===== config.mk =====
export PLATFORM = sky130hd
export DESIGN_NAME = bpec_div_pipe
export DESIGN_NICKNAME = d
export VERILOG_FILES = /design/src/hw/rtl/bpec_pkg.sv /design/src/hw/rtl/bpec_div_pipe.sv
export SDC_FILE = /design/constraint.sdc
export NUM_CORES = 2
export LEC_CHECK = 0
export BUFFER_PORTS_ARGS = -buffer_cell sky130_fd_sc_hd__buf_2
export CAP_MARGIN = 20
export CELL_PAD_IN_SITES_DETAIL_PLACEMENT = 0
export CELL_PAD_IN_SITES_GLOBAL_PLACEMENT = 1
export CORE_MARGIN = 1.5
export CORE_UTILIZATION = 55
export DETAILED_ROUTE_END_ITERATION = 8
export PLACE_DENSITY_LB_ADDON = 0.1
export REMOVE_ABC_BUFFERS = 1
export SLEW_MARGIN = 20
export SYNTH_ARGS = -nofsm -noshare
export SYNTH_HDL_FRONTEND = slang
export SYNTH_SLANG_ARGS = --single-unit

===== constraint.sdc =====
create_clock -name clk -period 22.2 [get_ports clk]
set_input_delay 4.44 -clock clk [delete_from_list [all_inputs] [get_ports clk]]
set_output_delay 4.44 -clock clk [all_outputs]
set_load 0.1 [all_outputs]

===== src/hw/rtl/bpec_pkg.sv =====
// Shared types, widths and constants for the ball pair collision block.
`timescale 1ns / 1ps

package bpec_pkg;

    localparam int FRAC_BITS = 16;
    localparam int DIR_BITS  = 15;
    localparam int MASS_W    = 24;
    localparam int RAD_W     = 31;
    localparam int CFG_W     = 31;
    localparam int CFG_IDX_W = 2;
    localparam int MSUM_W    = MASS_W + 1;
    localparam int F_W       = FRAC_BITS + 2;   // mass factor, up to 2.0 in Q.16
    localparam int NUM_W     = 64;              // magnitude of a*t
    localparam int QUO_W     = 33;              // |g| < 2^33
    localparam int DVS_W     = 31;              // a^2 + b^2 < 2^31
    localparam int IN_W      = 264;
    localparam int OUT_W     = 136;

    localparam int DIV_BPS_DEF = 3;

    localparam logic [CFG_IDX_W-1:0] CFG_FIRST_MASS    = 2'd0;
    localparam logic [CFG_IDX_W-1:0] CFG_SECOND_MASS   = 2'd1;
    localparam logic [CFG_IDX_W-1:0] CFG_FIRST_RADIUS  = 2'd2;
    localparam logic [CFG_IDX_W-1:0] CFG_SECOND_RADIUS = 2'd3;

    localparam logic [MASS_W-1:0] MASS_RST   = 24'd65536;
    localparam logic [RAD_W-1:0]  RADIUS_RST = 31'd3277;

    typedef struct packed {
        logic signed [31:0] v1x;
        logic signed [31:0] v1z;
        logic signed [31:0] v2x;
        logic signed [31:0] v2z;
    } vel_t;

    typedef struct packed {
        logic signed [31:0] p1x;
        logic signed [31:0] p1z;
        logic signed [31:0] p2x;
        logic signed [31:0] p2z;
        vel_t               vel;
        logic               pocketed;
    } item_t;

    typedef struct packed {
        vel_t vel;
        logic hit;
        logic neg_x;
        logic neg_z;
    } div_pay_t;

    typedef struct packed {
        logic               hit;
        logic signed [31:0] n1x;
        logic signed [31:0] n1z;
        logic signed [31:0] n2x;
        logic signed [31:0] n2z;
    } res_t;

endpackage


===== src/hw/rtl/bpec_div_pipe.sv =====
// Pipelined restoring divider, a few quotient bits per stage, per-stage stall.
`timescale 1ns / 1ps

module bpec_div_pipe
    import bpec_pkg::*;
#(
    parameter int LANES = 1,
    parameter int DW    = 31,
    parameter int QW    = 33,
    parameter int BPS   = 3,
    parameter int PAY_W = 1
)
(
    input  logic                           clk,
    input  logic                           rst_n,
    input  logic                           in_valid,
    output logic                           in_ready,
    input  logic [LANES-1:0][DW-1:0]       in_rem,
    input  logic [LANES-1:0][QW-1:0]       in_low,
    input  logic [LANES-1:0][DW-1:0]       in_dvs,
    input  logic [PAY_W-1:0]               in_pay,
    output logic                           out_valid,
    input  logic                           out_ready,
    output logic [LANES-1:0][QW-1:0]       out_quo,
    output logic [LANES-1:0][DW-1:0]       out_rem,
    output logic [PAY_W-1:0]               out_pay
);

    localparam int NST = (QW + BPS - 1) / BPS;

    logic [NST-1:0] vld_reg;
    logic [NST:0]   ld;

    logic [LANES-1:0][DW-1:0] rem_reg  [NST];
    logic [LANES-1:0][QW-1:0] lq_reg   [NST];
    logic [LANES-1:0][DW-1:0] dvs_reg  [NST];
    logic [PAY_W-1:0]         pay_reg  [NST];

    logic [LANES-1:0][DW-1:0] rem_src  [NST];
    logic [LANES-1:0][QW-1:0] lq_src   [NST];
    logic [LANES-1:0][DW-1:0] dvs_src  [NST];
    logic [PAY_W-1:0]         pay_src  [NST];
    logic                     vld_src  [NST];

    logic [LANES-1:0][DW-1:0] rem_next [NST];
    logic [LANES-1:0][QW-1:0] lq_next  [NST];

    always_comb
    begin
        ld[NST] = out_ready;
        for (int st = NST - 1; st >= 0; st--)
        begin
            ld[st] = !vld_reg[st] || ld[st+1];
        end
    end

    assign in_ready  = ld[0];
    assign out_valid = vld_reg[NST-1];
    assign out_quo   = lq_reg[NST-1];
    assign out_rem   = rem_reg[NST-1];
    assign out_pay   = pay_reg[NST-1];

    for (genvar st = 0; st < NST; st++)
    begin : g_stage
        if (st == 0)
        begin : g_first
            assign rem_src[st] = in_rem;
            assign lq_src[st]  = in_low;
            assign dvs_src[st] = in_dvs;
            assign pay_src[st] = in_pay;
            assign vld_src[st] = in_valid;
        end
        else
        begin : g_rest
            assign rem_src[st] = rem_reg[st-1];
            assign lq_src[st]  = lq_reg[st-1];
            assign dvs_src[st] = dvs_reg[st-1];
            assign pay_src[st] = pay_reg[st-1];
            assign vld_src[st] = vld_reg[st-1];
        end

        // lq holds the dividend bits still to come at the top and the
        // quotient bits already found at the bottom
        always_comb
        begin
            logic [DW:0]   rw;
            logic [DW-1:0] r;
            logic [QW-1:0] lq;
            for (int l = 0; l < LANES; l++)
            begin
                r  = rem_src[st][l];
                lq = lq_src[st][l];
                for (int j = 0; j < BPS; j++)
                begin
                    if (st * BPS + j < QW)
                    begin
                        rw = {r, lq[QW-1]};
                        lq = {lq[QW-2:0], 1'b0};
                        if (rw >= {1'b0, dvs_src[st][l]})
                        begin
                            rw    = rw - {1'b0, dvs_src[st][l]};
                            lq[0] = 1'b1;
                        end
                        r = rw[DW-1:0];
                    end
                end
                rem_next[st][l] = r;
                lq_next[st][l]  = lq;
            end
        end

        always_ff @(posedge clk or negedge rst_n)
        begin
            if (!rst_n)
            begin
                vld_reg[st] <= 1'b0;
            end
            else if (ld[st])
            begin
                vld_reg[st] <= vld_src[st];
            end
        end

        always_ff @(posedge clk)
        begin
            if (ld[st])
            begin
                rem_reg[st] <= rem_next[st];
                lq_reg[st]  <= lq_next[st];
                dvs_reg[st] <= dvs_src[st];
                pay_reg[st] <= pay_src[st];
            end
        end
    end

endmodule


==> results by group <==
Outcome
  • Status: complete, no violations

Synth
  • Post-synthesis cell area: 0.0926 mm²
  • Post-synthesis sequential area ratio: 0.335
  • Share of the synthesized area in the top cell type: 0.332
  • Yosys warnings: 0
  • EDFF count, synth: 1025
  • Synth Instances: 9762
  • Count leader, synth: edfxtp_1
  • Async S/R FF share, synth: 0.0106
  • Yosys reg bits: 1036
  • Area leader, netlist: edfxtp_1
  • Syn avg cell area: 9.49 µm²
  • Unique cell type count in the Yosys netlist: 101
  • Synth cell count leaders: edfxtp_1 (1025), ha_1 (1023), a21oi_1 (916), inv_1 (700), nor2_1 (648)
  • Synth Flop Type: edfxtp_1
  • Largest cells by area after synthesis: edfxtp_1 (33%), ha_1 (14%), mux2_2 (6.3%)

Setup path
  • Startpoint types: input port
  • Cell with the most instances on the worst path: o21ai_0
  • Number of cells on the critical path: 39
  • WP buf/inv: 7
  • CP Class: input port to flop
  • FF-to-FF path depth: 38
  • FF-to-FF setup slack: 10.47 ns
  • Worst-path fanout max: 30
  • Critical path arrival: 15.53 ns
  • Worst Setup End Kind: flop
  • Delay-heaviest family, CP: compound AO/OA/AOI/OAI gates
  • Largest stage delay on the critical path: 0.77 ns
  • Worst Path Required: 22.67 ns
  • Crit-path slowest cell: clkinv_1

Global route
  • Overflow left after global routing: 0
  • Initial antenna violation count: 23
  • Total track usage: 0.313
  • Largest net degree at the start of global routing: 73
  • Vias in the first global route: 71600
  • First-pass GRT wire length: 413000 µm

Routing
  • First-iteration detailed-routing DRC count: 6113
  • Residual DRC: 0
  • Post-Route WL: 274000 µm
  • Post-route ant nets: 0
  • Via density per instance: 6.12
  • WL per Instance: 22.4 µm
  • DR pass1 iterations: 7
  • DR vias: 74800

Placed design
  • Port buffer count: 166
  • Global placer's final weighted congestion: 0.951
  • Post-Place Cells: 12000
  • Detail Placement HPWL: 221000 µm
  • Cell Area, Placed: 0.0961 mm²

Worst hold path
  • Cell depth of the worst hold path: 0
  • HP Class: flop to flop

Timing
  • Final setup viols: 0
  • Max Slew Vio Count: 0
  • RSZ-0062 raised after global routing: no
  • Slew HR: 0.328
  • Worst-Margin Slew: 1.01 ns
  • Max Clock Skew: 0.0746 ns
  • Final setup TNS: 0 ns
  • Max Clk Rate: 66.4 MHz
  • Crit path time final: 15.05 ns
  • Final hold vios: 0
  • Final period util: 0.678

Finish
  • Cell area after layout: 0.0998 mm²
  • Final Core Density: 0.597
  • Area grow syn2layout: 7.76%
  • Share of cells above drive strength 1: 0.105
  • Cell Count, Final, Fillers Out: 12200
  • Max reg flops: 363
  • Final nets: 11100

Clock tree
  • Skew-Pair Late Insertion Delay: 0.79 ns
  • Reg clk slew, reported paths: 0.06 ns
  • Root buf cell: clkbuf_16
  • Hold-fix buffer count after cts: 0
  • TritonCTS Sinks: 1036
  • Setup Buffers After CTS: 0
  • Num CTS Buffers: 111
  • Post-cts sizing count: 0
  • Clock buffer depth: 3
  • # H-tree levels: 3
  • CTS tree: built

Floorplan
  • Num rows: 150
  • Initial core utilization: 0.554
  • Core area: 0.167 mm²
  • Die X: 413 µm
  • Ports: 167
  • Die area: 0.171 mm²
  • Die height: 413 µm

Job
  • Max-cap violations: 0
stage by stage:
step	setup slack [ns]	hold slack, ns
finish	7.15	0.399
global route	6.37	0.408
CTS	7.40	0.398
detailed placement	6.66	0.405
global placement	6.77	0.400
floorplan	3.95	0.400
cell families after synthesis:
| logic type | share of synthesized area |
|---|---|
| flip-flops | 0.335 |
| buffers and inverters | 0.0370 |
| AND/OR/NAND/NOR | 0.120 |
| adder cells (fa/ha/maj) | 0.145 |
| XOR/XNOR | 0.0790 |
| AO/OA/AOI/OAI | 0.210 |
| multiplexers | 0.0735 |
path summary, 6_finish.rpt:
kind,startpoint,endpoint
worst max-delay path,in_dvs[1],rem_reg[0][29]$_DFFE_PP_
max in group asynchronous,rst_n,vld_reg[7]$_DFFE_PN0P_
worst max register to register,dvs_reg[1][0]$_DFFE_PP_,rem_reg[2][29]$_DFFE_PP_
worst min-delay path,lq_reg[4][23]$_DFFE_PP_,lq_reg[5][26]$_DFFE_PP_
min in group asynchronous,rst_n,vld_reg[0]$_DFFE_PN0P_
worst min register to register,lq_reg[4][23]$_DFFE_PP_,lq_reg[5][26]$_DFFE_PP_
layout by cell type, fill, tap and decap left out, drive strengths merged, types with 20 or more instances in the layout:
cell / instances
mux2i: 64
a211oi: 103
nor2b: 121
nand2b: 128
edfxtp: 1025
and4: 20
o21ai: 625
inv: 719
o221ai: 21
nor4: 30
a2111oi: 28
fa: 33
or2: 37
clkinv: 49
ha: 1023
xor2: 245
a21o: 432
o211ai: 61
o2111ai: 26
clkbuf: 128
o21a: 173
a21oi: 917
buf: 219
a211o: 29
mux2: 548
nand3: 153
xnor2: 591
nand4: 139
and2: 57
a31oi: 107
nor3: 147
o31ai: 69
a21boi: 34
or3: 40
o31a: 25
nor2: 649
and3: 86
o21bai: 138
nand2: 637
cell type report:
type	instances	area [µm²]
fillers	14500	67400
multi-input cells	7844	58400
flip-flops and latches	1036	31100
clock buffers	128	2930
well taps	2204	2760
inverters	712	2680
repair buffers	219	1230
clock inverters	73	788
diodes	5	12.5
per-layer routing:
metal / up-vias / part of all wire / global-route usage
met2: 2009 / 0.49 / 0.554
met3: 528 / 0.050 / 0.0404
met1: 35500 / 0.41 / 0.380
met5: - / 0.00015 / 0
met4: 6 / 0.045 / 0.130
li1: 36800 / - / -
Power is not shown: default switching activity piles up to over one toggle a cycle in this logic, so the estimate is an artifact.
