File: config.mk
export PLATFORM = sky130hd
export DESIGN_NAME = bpec_mass
export DESIGN_NICKNAME = d
export VERILOG_FILES = /design/src/hw/rtl/bpec_pkg.sv /design/src/hw/rtl/bpec_div_pipe.sv /design/src/hw/rtl/bpec_mass.sv
export SDC_FILE = /design/constraint.sdc
export NUM_CORES = 2
export LEC_CHECK = 0
export BUFFER_PORTS_ARGS = -buffer_cell sky130_fd_sc_hd__buf_2
export CAP_MARGIN = 20
export CORE_ASPECT_RATIO = 1.25
export CORE_MARGIN = 10
export CORE_UTILIZATION = 24
export DETAILED_ROUTE_END_ITERATION = 8
export GPL_TIMING_DRIVEN = 1
export SLEW_MARGIN = 20
export SYNTH_ARGS = -nofsm -noshare
export SYNTH_HDL_FRONTEND = slang
export SYNTH_HIERARCHICAL = 1
export SYNTH_SLANG_ARGS = --single-unit
File: constraint.sdc
create_clock -name clk -period 9.5 [get_ports clk]
set_input_delay 0 -clock clk [delete_from_list [all_inputs] [get_ports clk]]
set_output_delay 0 -clock clk [all_outputs]
set_load 0.01 [all_outputs]
File: src/hw/rtl/bpec_pkg.sv
// Shared types, widths and constants for the ball pair collision block.
`timescale 1ns / 1ps

package bpec_pkg;

    localparam int FRAC_BITS = 16;
    localparam int DIR_BITS  = 15;
    localparam int MASS_W    = 24;
    localparam int RAD_W     = 31;
    localparam int CFG_W     = 31;
    localparam int CFG_IDX_W = 2;
    localparam int MSUM_W    = MASS_W + 1;
    localparam int F_W       = FRAC_BITS + 2;   // mass factor, up to 2.0 in Q.16
    localparam int NUM_W     = 64;              // magnitude of a*t
    localparam int QUO_W     = 33;              // |g| < 2^33
    localparam int DVS_W     = 31;              // a^2 + b^2 < 2^31
    localparam int IN_W      = 264;
    localparam int OUT_W     = 136;

    localparam int DIV_BPS_DEF = 3;

    localparam logic [CFG_IDX_W-1:0] CFG_FIRST_MASS    = 2'd0;
    localparam logic [CFG_IDX_W-1:0] CFG_SECOND_MASS   = 2'd1;
    localparam logic [CFG_IDX_W-1:0] CFG_FIRST_RADIUS  = 2'd2;
    localparam logic [CFG_IDX_W-1:0] CFG_SECOND_RADIUS = 2'd3;

    localparam logic [MASS_W-1:0] MASS_RST   = 24'd65536;
    localparam logic [RAD_W-1:0]  RADIUS_RST = 31'd3277;

    typedef struct packed {
        logic signed [31:0] v1x;
        logic signed [31:0] v1z;
        logic signed [31:0] v2x;
        logic signed [31:0] v2z;
    } vel_t;

    typedef struct packed {
        logic signed [31:0] p1x;
        logic signed [31:0] p1z;
        logic signed [31:0] p2x;
        logic signed [31:0] p2z;
        vel_t               vel;
        logic               pocketed;
    } item_t;

    typedef struct packed {
        vel_t vel;
        logic hit;
        logic neg_x;
        logic neg_z;
    } div_pay_t;

    typedef struct packed {
        logic               hit;
        logic signed [31:0] n1x;
        logic signed [31:0] n1z;
        logic signed [31:0] n2x;
        logic signed [31:0] n2z;
    } res_t;

endpackage

File: src/hw/rtl/bpec_div_pipe.sv
// Pipelined restoring divider, a few quotient bits per stage, per-stage stall.
`timescale 1ns / 1ps

module bpec_div_pipe
    import bpec_pkg::*;
#(
    parameter int LANES = 1,
    parameter int DW    = 31,
    parameter int QW    = 33,
    parameter int BPS   = 3,
    parameter int PAY_W = 1
)
(
    input  logic                           clk,
    input  logic                           rst_n,
    input  logic                           in_valid,
    output logic                           in_ready,
    input  logic [LANES-1:0][DW-1:0]       in_rem,
    input  logic [LANES-1:0][QW-1:0]       in_low,
    input  logic [LANES-1:0][DW-1:0]       in_dvs,
    input  logic [PAY_W-1:0]               in_pay,
    output logic                           out_valid,
    input  logic                           out_ready,
    output logic [LANES-1:0][QW-1:0]       out_quo,
    output logic [LANES-1:0][DW-1:0]       out_rem,
    output logic [PAY_W-1:0]               out_pay
);

    localparam int NST = (QW + BPS - 1) / BPS;

    logic [NST-1:0] vld_reg;
    logic [NST:0]   ld;

    logic [LANES-1:0][DW-1:0] rem_reg  [NST];
    logic [LANES-1:0][QW-1:0] lq_reg   [NST];
    logic [LANES-1:0][DW-1:0] dvs_reg  [NST];
    logic [PAY_W-1:0]         pay_reg  [NST];

    logic [LANES-1:0][DW-1:0] rem_src  [NST];
    logic [LANES-1:0][QW-1:0] lq_src   [NST];
    logic [LANES-1:0][DW-1:0] dvs_src  [NST];
    logic [PAY_W-1:0]         pay_src  [NST];
    logic                     vld_src  [NST];

    logic [LANES-1:0][DW-1:0] rem_next [NST];
    logic [LANES-1:0][QW-1:0] lq_next  [NST];

    always_comb
    begin
        ld[NST] = out_ready;
        for (int st = NST - 1; st >= 0; st--)
        begin
            ld[st] = !vld_reg[st] || ld[st+1];
        end
    end

    assign in_ready  = ld[0];
    assign out_valid = vld_reg[NST-1];
    assign out_quo   = lq_reg[NST-1];
    assign out_rem   = rem_reg[NST-1];
    assign out_pay   = pay_reg[NST-1];

    for (genvar st = 0; st < NST; st++)
    begin : g_stage
        if (st == 0)
        begin : g_first
            assign rem_src[st] = in_rem;
            assign lq_src[st]  = in_low;
            assign dvs_src[st] = in_dvs;
            assign pay_src[st] = in_pay;
            assign vld_src[st] = in_valid;
        end
        else
        begin : g_rest
            assign rem_src[st] = rem_reg[st-1];
            assign lq_src[st]  = lq_reg[st-1];
            assign dvs_src[st] = dvs_reg[st-1];
            assign pay_src[st] = pay_reg[st-1];
            assign vld_src[st] = vld_reg[st-1];
        end

        // lq holds the dividend bits still to come at the top and the
        // quotient bits already found at the bottom
        always_comb
        begin
            logic [DW:0]   rw;
            logic [DW-1:0] r;
            logic [QW-1:0] lq;
            for (int l = 0; l < LANES; l++)
            begin
                r  = rem_src[st][l];
                lq = lq_src[st][l];
                for (int j = 0; j < BPS; j++)
                begin
                    if (st * BPS + j < QW)
                    begin
                        rw = {r, lq[QW-1]};
                        lq = {lq[QW-2:0], 1'b0};
                        if (rw >= {1'b0, dvs_src[st][l]})
                        begin
                            rw    = rw - {1'b0, dvs_src[st][l]};
                            lq[0] = 1'b1;
                        end
                        r = rw[DW-1:0];
                    end
                end
                rem_next[st][l] = r;
                lq_next[st][l]  = lq;
            end
        end

        always_ff @(posedge clk or negedge rst_n)
        begin
            if (!rst_n)
            begin
                vld_reg[st] <= 1'b0;
            end
            else if (ld[st])
            begin
                vld_reg[st] <= vld_src[st];
            end
        end

        always_ff @(posedge clk)
        begin
            if (ld[st])
            begin
                rem_reg[st] <= rem_next[st];
                lq_reg[st]  <= lq_next[st];
                dvs_reg[st] <= dvs_src[st];
                pay_reg[st] <= pay_src[st];
            end
        end
    end

endmodule

File: src/hw/rtl/bpec_mass.sv
// Mass factors 2*m/(m1+m2) in Q.16, recomputed continuously from the mass registers.
`timescale 1ns / 1ps

module bpec_mass
    import bpec_pkg::*;
#(
    parameter int DIV_BPS = DIV_BPS_DEF
)
(
    input  logic              clk,
    input  logic              rst_n,
    input  logic [MASS_W-1:0] m1,
    input  logic [MASS_W-1:0] m2,
    output logic [F_W-1:0]    f1,
    output logic [F_W-1:0]    f2
);

    localparam logic [F_W-1:0] F_ONE = F_W'(1) << FRAC_BITS;
    localparam logic [F_W-1:0] F_TWO = F_W'(1) << (FRAC_BITS + 1);

    logic [MSUM_W-1:0]      msum;
    logic [0:0][MSUM_W-1:0] d_rem_in;
    logic [0:0][F_W-1:0]    d_low_in;
    logic [0:0][MSUM_W-1:0] d_dvs_in;
    logic [0:0][F_W-1:0]    d_quo;
    logic [0:0][MSUM_W-1:0] d_rem;
    logic [0:0]             d_zero;
    logic                   d_valid;

    logic [F_W-1:0] f1_reg;
    logic [F_W-1:0] f2_reg;
    logic           f_vld_reg;

    // dividend is m2 * 2^17; its top part m2/2 is below the sum when the sum is not zero
    assign msum        = {1'b0, m1} + {1'b0, m2};
    assign d_rem_in[0] = {2'b00, m2[MASS_W-1:1]};
    assign d_low_in[0] = {m2[0], {(F_W-1){1'b0}}};
    assign d_dvs_in[0] = msum;

    bpec_div_pipe #(
        .LANES (1),
        .DW    (MSUM_W),
        .QW    (F_W),
        .BPS   (DIV_BPS),
        .PAY_W (1)
    ) u_div (
        .clk       (clk),
        .rst_n     (rst_n),
        .in_valid  (1'b1),
        .in_ready  (),
        .in_rem    (d_rem_in),
        .in_low    (d_low_in),
        .in_dvs    (d_dvs_in),
        .in_pay    (msum == '0),
        .out_valid (d_valid),
        .out_ready (1'b1),
        .out_quo   (d_quo),
        .out_rem   (d_rem),
        .out_pay   (d_zero)
    );

    // f1 = 2.0 - ceil(2*m2/msum)
    always_ff @(posedge clk)
    begin
        if (d_zero[0])
        begin
            f1_reg <= F_ONE;
            f2_reg <= F_ONE;
        end
        else
        begin
            f2_reg <= d_quo[0];
            f1_reg <= F_TWO - d_quo[0] - {{(F_W-1){1'b0}}, d_rem[0] != '0};
        end
    end

    always_ff @(posedge clk or negedge rst_n)
    begin
        if (!rst_n)
        begin
            f_vld_reg <= 1'b0;
        end
        else
        begin
            f_vld_reg <= d_valid;
        end
    end

    assign f1 = f1_reg;
    assign f2 = f2_reg;

    a_fsum : assert property (@(posedge clk) disable iff (!rst_n)
        f_vld_reg |-> ({1'b0, f1_reg} + {1'b0, f2_reg} == {1'b0, F_TWO}) ||
                      ({1'b0, f1_reg} + {1'b0, f2_reg} == {1'b0, F_TWO} - 1'b1))
        else $error("mass factors do not sum to 2.0");

endmodule

==> flow_summary.toml <==
[outcome]
status = "finished, violations left"
violations = "max-slew violations"

[clock_network]
clk_path_buf_depth = 3
htreeDepth = 2
root_buffer = "clkbuf_16"
cts_tree = "yes"
clkSlewWorstSetupHoldPaths_ps = 60
clock_latency_ps = 650
cts.sinks = 431
cts_buffers = 50

[cells_and_area]
fill_cells = 19077
largest_register_ffs = 150
fin_util = 0.288
multi_input_area_mm2 = 0.0295
final_nets = 5982
stdcell_area_mm2 = 0.0522
seqCellArea_mm2 = 0.0126
final_layout_size_suffix_gt1_frac = 0.174
area_growth_syn_to_layout_pct = 19.5
n_antenna_cell = 0

[worst_setup_path]
critPathMaxFanout = 25
slowest_stage = "fa_1"
reg2reg_to = "u_div/rem_reg[1][4]"
critPathKind = "reg -> reg"
required_ps = 9860
cpMostUsedCell = "a211oi_2"
arrival_ps = 9430
crit_path_end_kind = "register"
r2r_slack_ps = 430
startpoint_type = "register"
rr_worst_depth = 36
critPathMaxStageDelay_ps = 470
r2r-start = "u_div/dvs_reg[0][0]"

[timing]
hold_viol = 0
clock_skew_ps = 43.2
setup_slack_ps = 432
drv_slew = 285
fin_setup_tns_ps = 0
rsz0062_at_grt = "no"
max_clock_freq_mhz = 110
setup_viol = 0
maxSlewHeadroom = -1.39
tightest_slew_ps = 3590
period_minus_slack_ps = 9070
period_share = 0.954

[yosys]
synth_top_area_cell = "edfxtp_1"
async_flop_share = 0.0139
synth_cells = 4897
synth_area_per_cell_um2 = 8.93
synth.area.top_cells = "edfxtp_1 (27%), ha_1 (14%), a21oi_1 (5.3%), xnor2_1 (4.3%), mux2_2 (3.9%)"
yosys_warnings = 6
ys_types = 112
synth_top_area_share = 0.267
ys_ff_latch = 431
synth_area_mm2 = 0.0437
ys_seq_area_frac = 0.287
synth_ff_type = "edfxtp_1"
synth_edf_count = 389

[global_route]
antenna_found_initial = 2
grt_max_degree = 72
globalRouteOverflowTotal = 0
grt_pass1_vias = 39191
grt_usage = 0.123
grt_pass1_wl_mm = 203

[hold_path]
hold_path_end = "u_div/rem_reg[0][13]"
hold_start = "m2[11]"
worstHoldPathType = "in -> reg"
hold_depth = 6

[placement]
dp_hpwl_mm = 109
place_ws_ps = -393
place_congestion = 0.968
post_dp_cell_area_mm2 = 0.0503
numPortBuffers = 85

[route]
vias = 38424
post-route-drc-count = 0
first_iter_violations = 1864
wire_per_inst_um = 16.5
drt_first_pass_iters = 6
avgViaCountPerCell = 4.89
drt-total-wl_mm = 129
ant_nets = 0

[die]
dieWidth_um = 402
rows = 175
dieArea_mm2 = 0.200
num_io_pins = 86
die_y_um = 497
core_mm2 = 0.182
initial_core_util = 0.241

[run]
maxCapViolations = 0
## cell families after synthesis
group           after synthesis  synth area share
compound gates             1494             0.224
simple gates               1351             0.148
fa+ha+maj                   512             0.150
buf+inv                     451            0.0423
flops                       431             0.287
xor+xnor                    371            0.0743
mux                         285            0.0743
other cells                   2          0.000172
## worst max-delay path, delay by kind of cell, from the launching register on
family                   cells  cell delay, ps
AO/OA/AOI/OAI               19            4530
adder cells (fa/ha/maj)      4            1460
buffers and inverters        6             850
AND/OR/NAND/NOR              5             850
multiplexers                 2             640
flip-flops                   1             440
## repair_timing
| item | CTS | global route |
|---|---|---|
| hold endpoints to repair | 8 | 0 |
| hold buffers | 4 | 0 |
| setup buffers | 0 | 5 |
| setup endpoints to repair | 0 | 101 |
| gates resized for setup | 0 | 25 |
## layer usage
metal	vias to the layer above	global-route usage	part of all wire
met4	0	0.0619	0.055
met3	298	0.0115	0.026
met1	18166	0.128	0.39
met2	686	0.241	0.53
li1	19274	-	-
met5	-	0	0
## through the flow
step / std cells / hold WS [ps]
after global routing: 7851 / 100
after floorplan: 4919 / -296
final: 7851 / 106
after global placement: 7748 / -162
after detailed placement: 7748 / -159
after CTS: 7846 / 71.3
## Yosys cell counts (12+ instances only)
cell       number
mux2i_1        57
ha_1          493
o21bai_1       51
a31o_2         16
nand2_1       350
or2_2          28
nand4_1        53
a31oi_1        37
or3_1          32
mux2_1         49
a21boi_0       20
nand2b_1       67
and4_1         14
inv_1         326
xor2_1        154
o31ai_1        36
a211oi_1       71
o21ai_0       288
o211ai_1       23
o2111ai_1      14
o221ai_1       12
nor2_1        396
buf_2          36
a21oi_1       467
xnor2_1       217
o22ai_1        12
mux2_4         29
nor3_1         95
dfxtp_1        36
nor3b_1        12
o21a_1         83
nand3_1       114
o41ai_1        14
edfxtp_1      389
fa_1           19
and3_1         38
a21o_1        153
mux2_2        150
clkbuf_1       60
nor2b_1        51
o31a_1         17
a21oi_2        13
a211o_1        23
and2_1         29
nor4_1         33
## final cells by class
class / instances / share of cell area
Inverter: 335 / 0.0241
Clock buffer: 64 / 0.0258
Multi-Input combinational cell: 4037 / 0.565
Tap cell: 2389 / 0.0572
Sequential cell: 431 / 0.240
Timing Repair Buffer: 565 / 0.0797
Clock inverter: 30 / 0.00762
## layout by cell type, fill, tap and decap left out, drive strengths merged, types with 83 or more instances in the layout
cell    count
buf       561
ha        493
a21oi     480
nor2      397
edfxtp    389
nand2     350
inv       339
o21ai     300
mux2      228
xnor2     217
xor2      154
a21o      154
nand3     114
nor3       98
o21a       83
## worst max path at each step
stage                      endpoint                start  cells after the start
3_5_place_dp   u_div/rem_reg[0][21]                m1[0]                     42
5_1_grt         u_div/rem_reg[1][4]  u_div/dvs_reg[0][0]                     36
6_report        u_div/rem_reg[1][4]  u_div/dvs_reg[0][0]                     36
3_3_place_gp   u_div/rem_reg[0][21]                m1[0]                     44
4_1_cts         u_div/rem_reg[1][4]  u_div/dvs_reg[0][1]                     35
2_1_floorplan   u_div/rem_reg[0][8]                m1[0]                     40
Power is left out: the tool's default activity adds up to more than one toggle a clock period on the data nets, which glitch-free logic cannot reach.
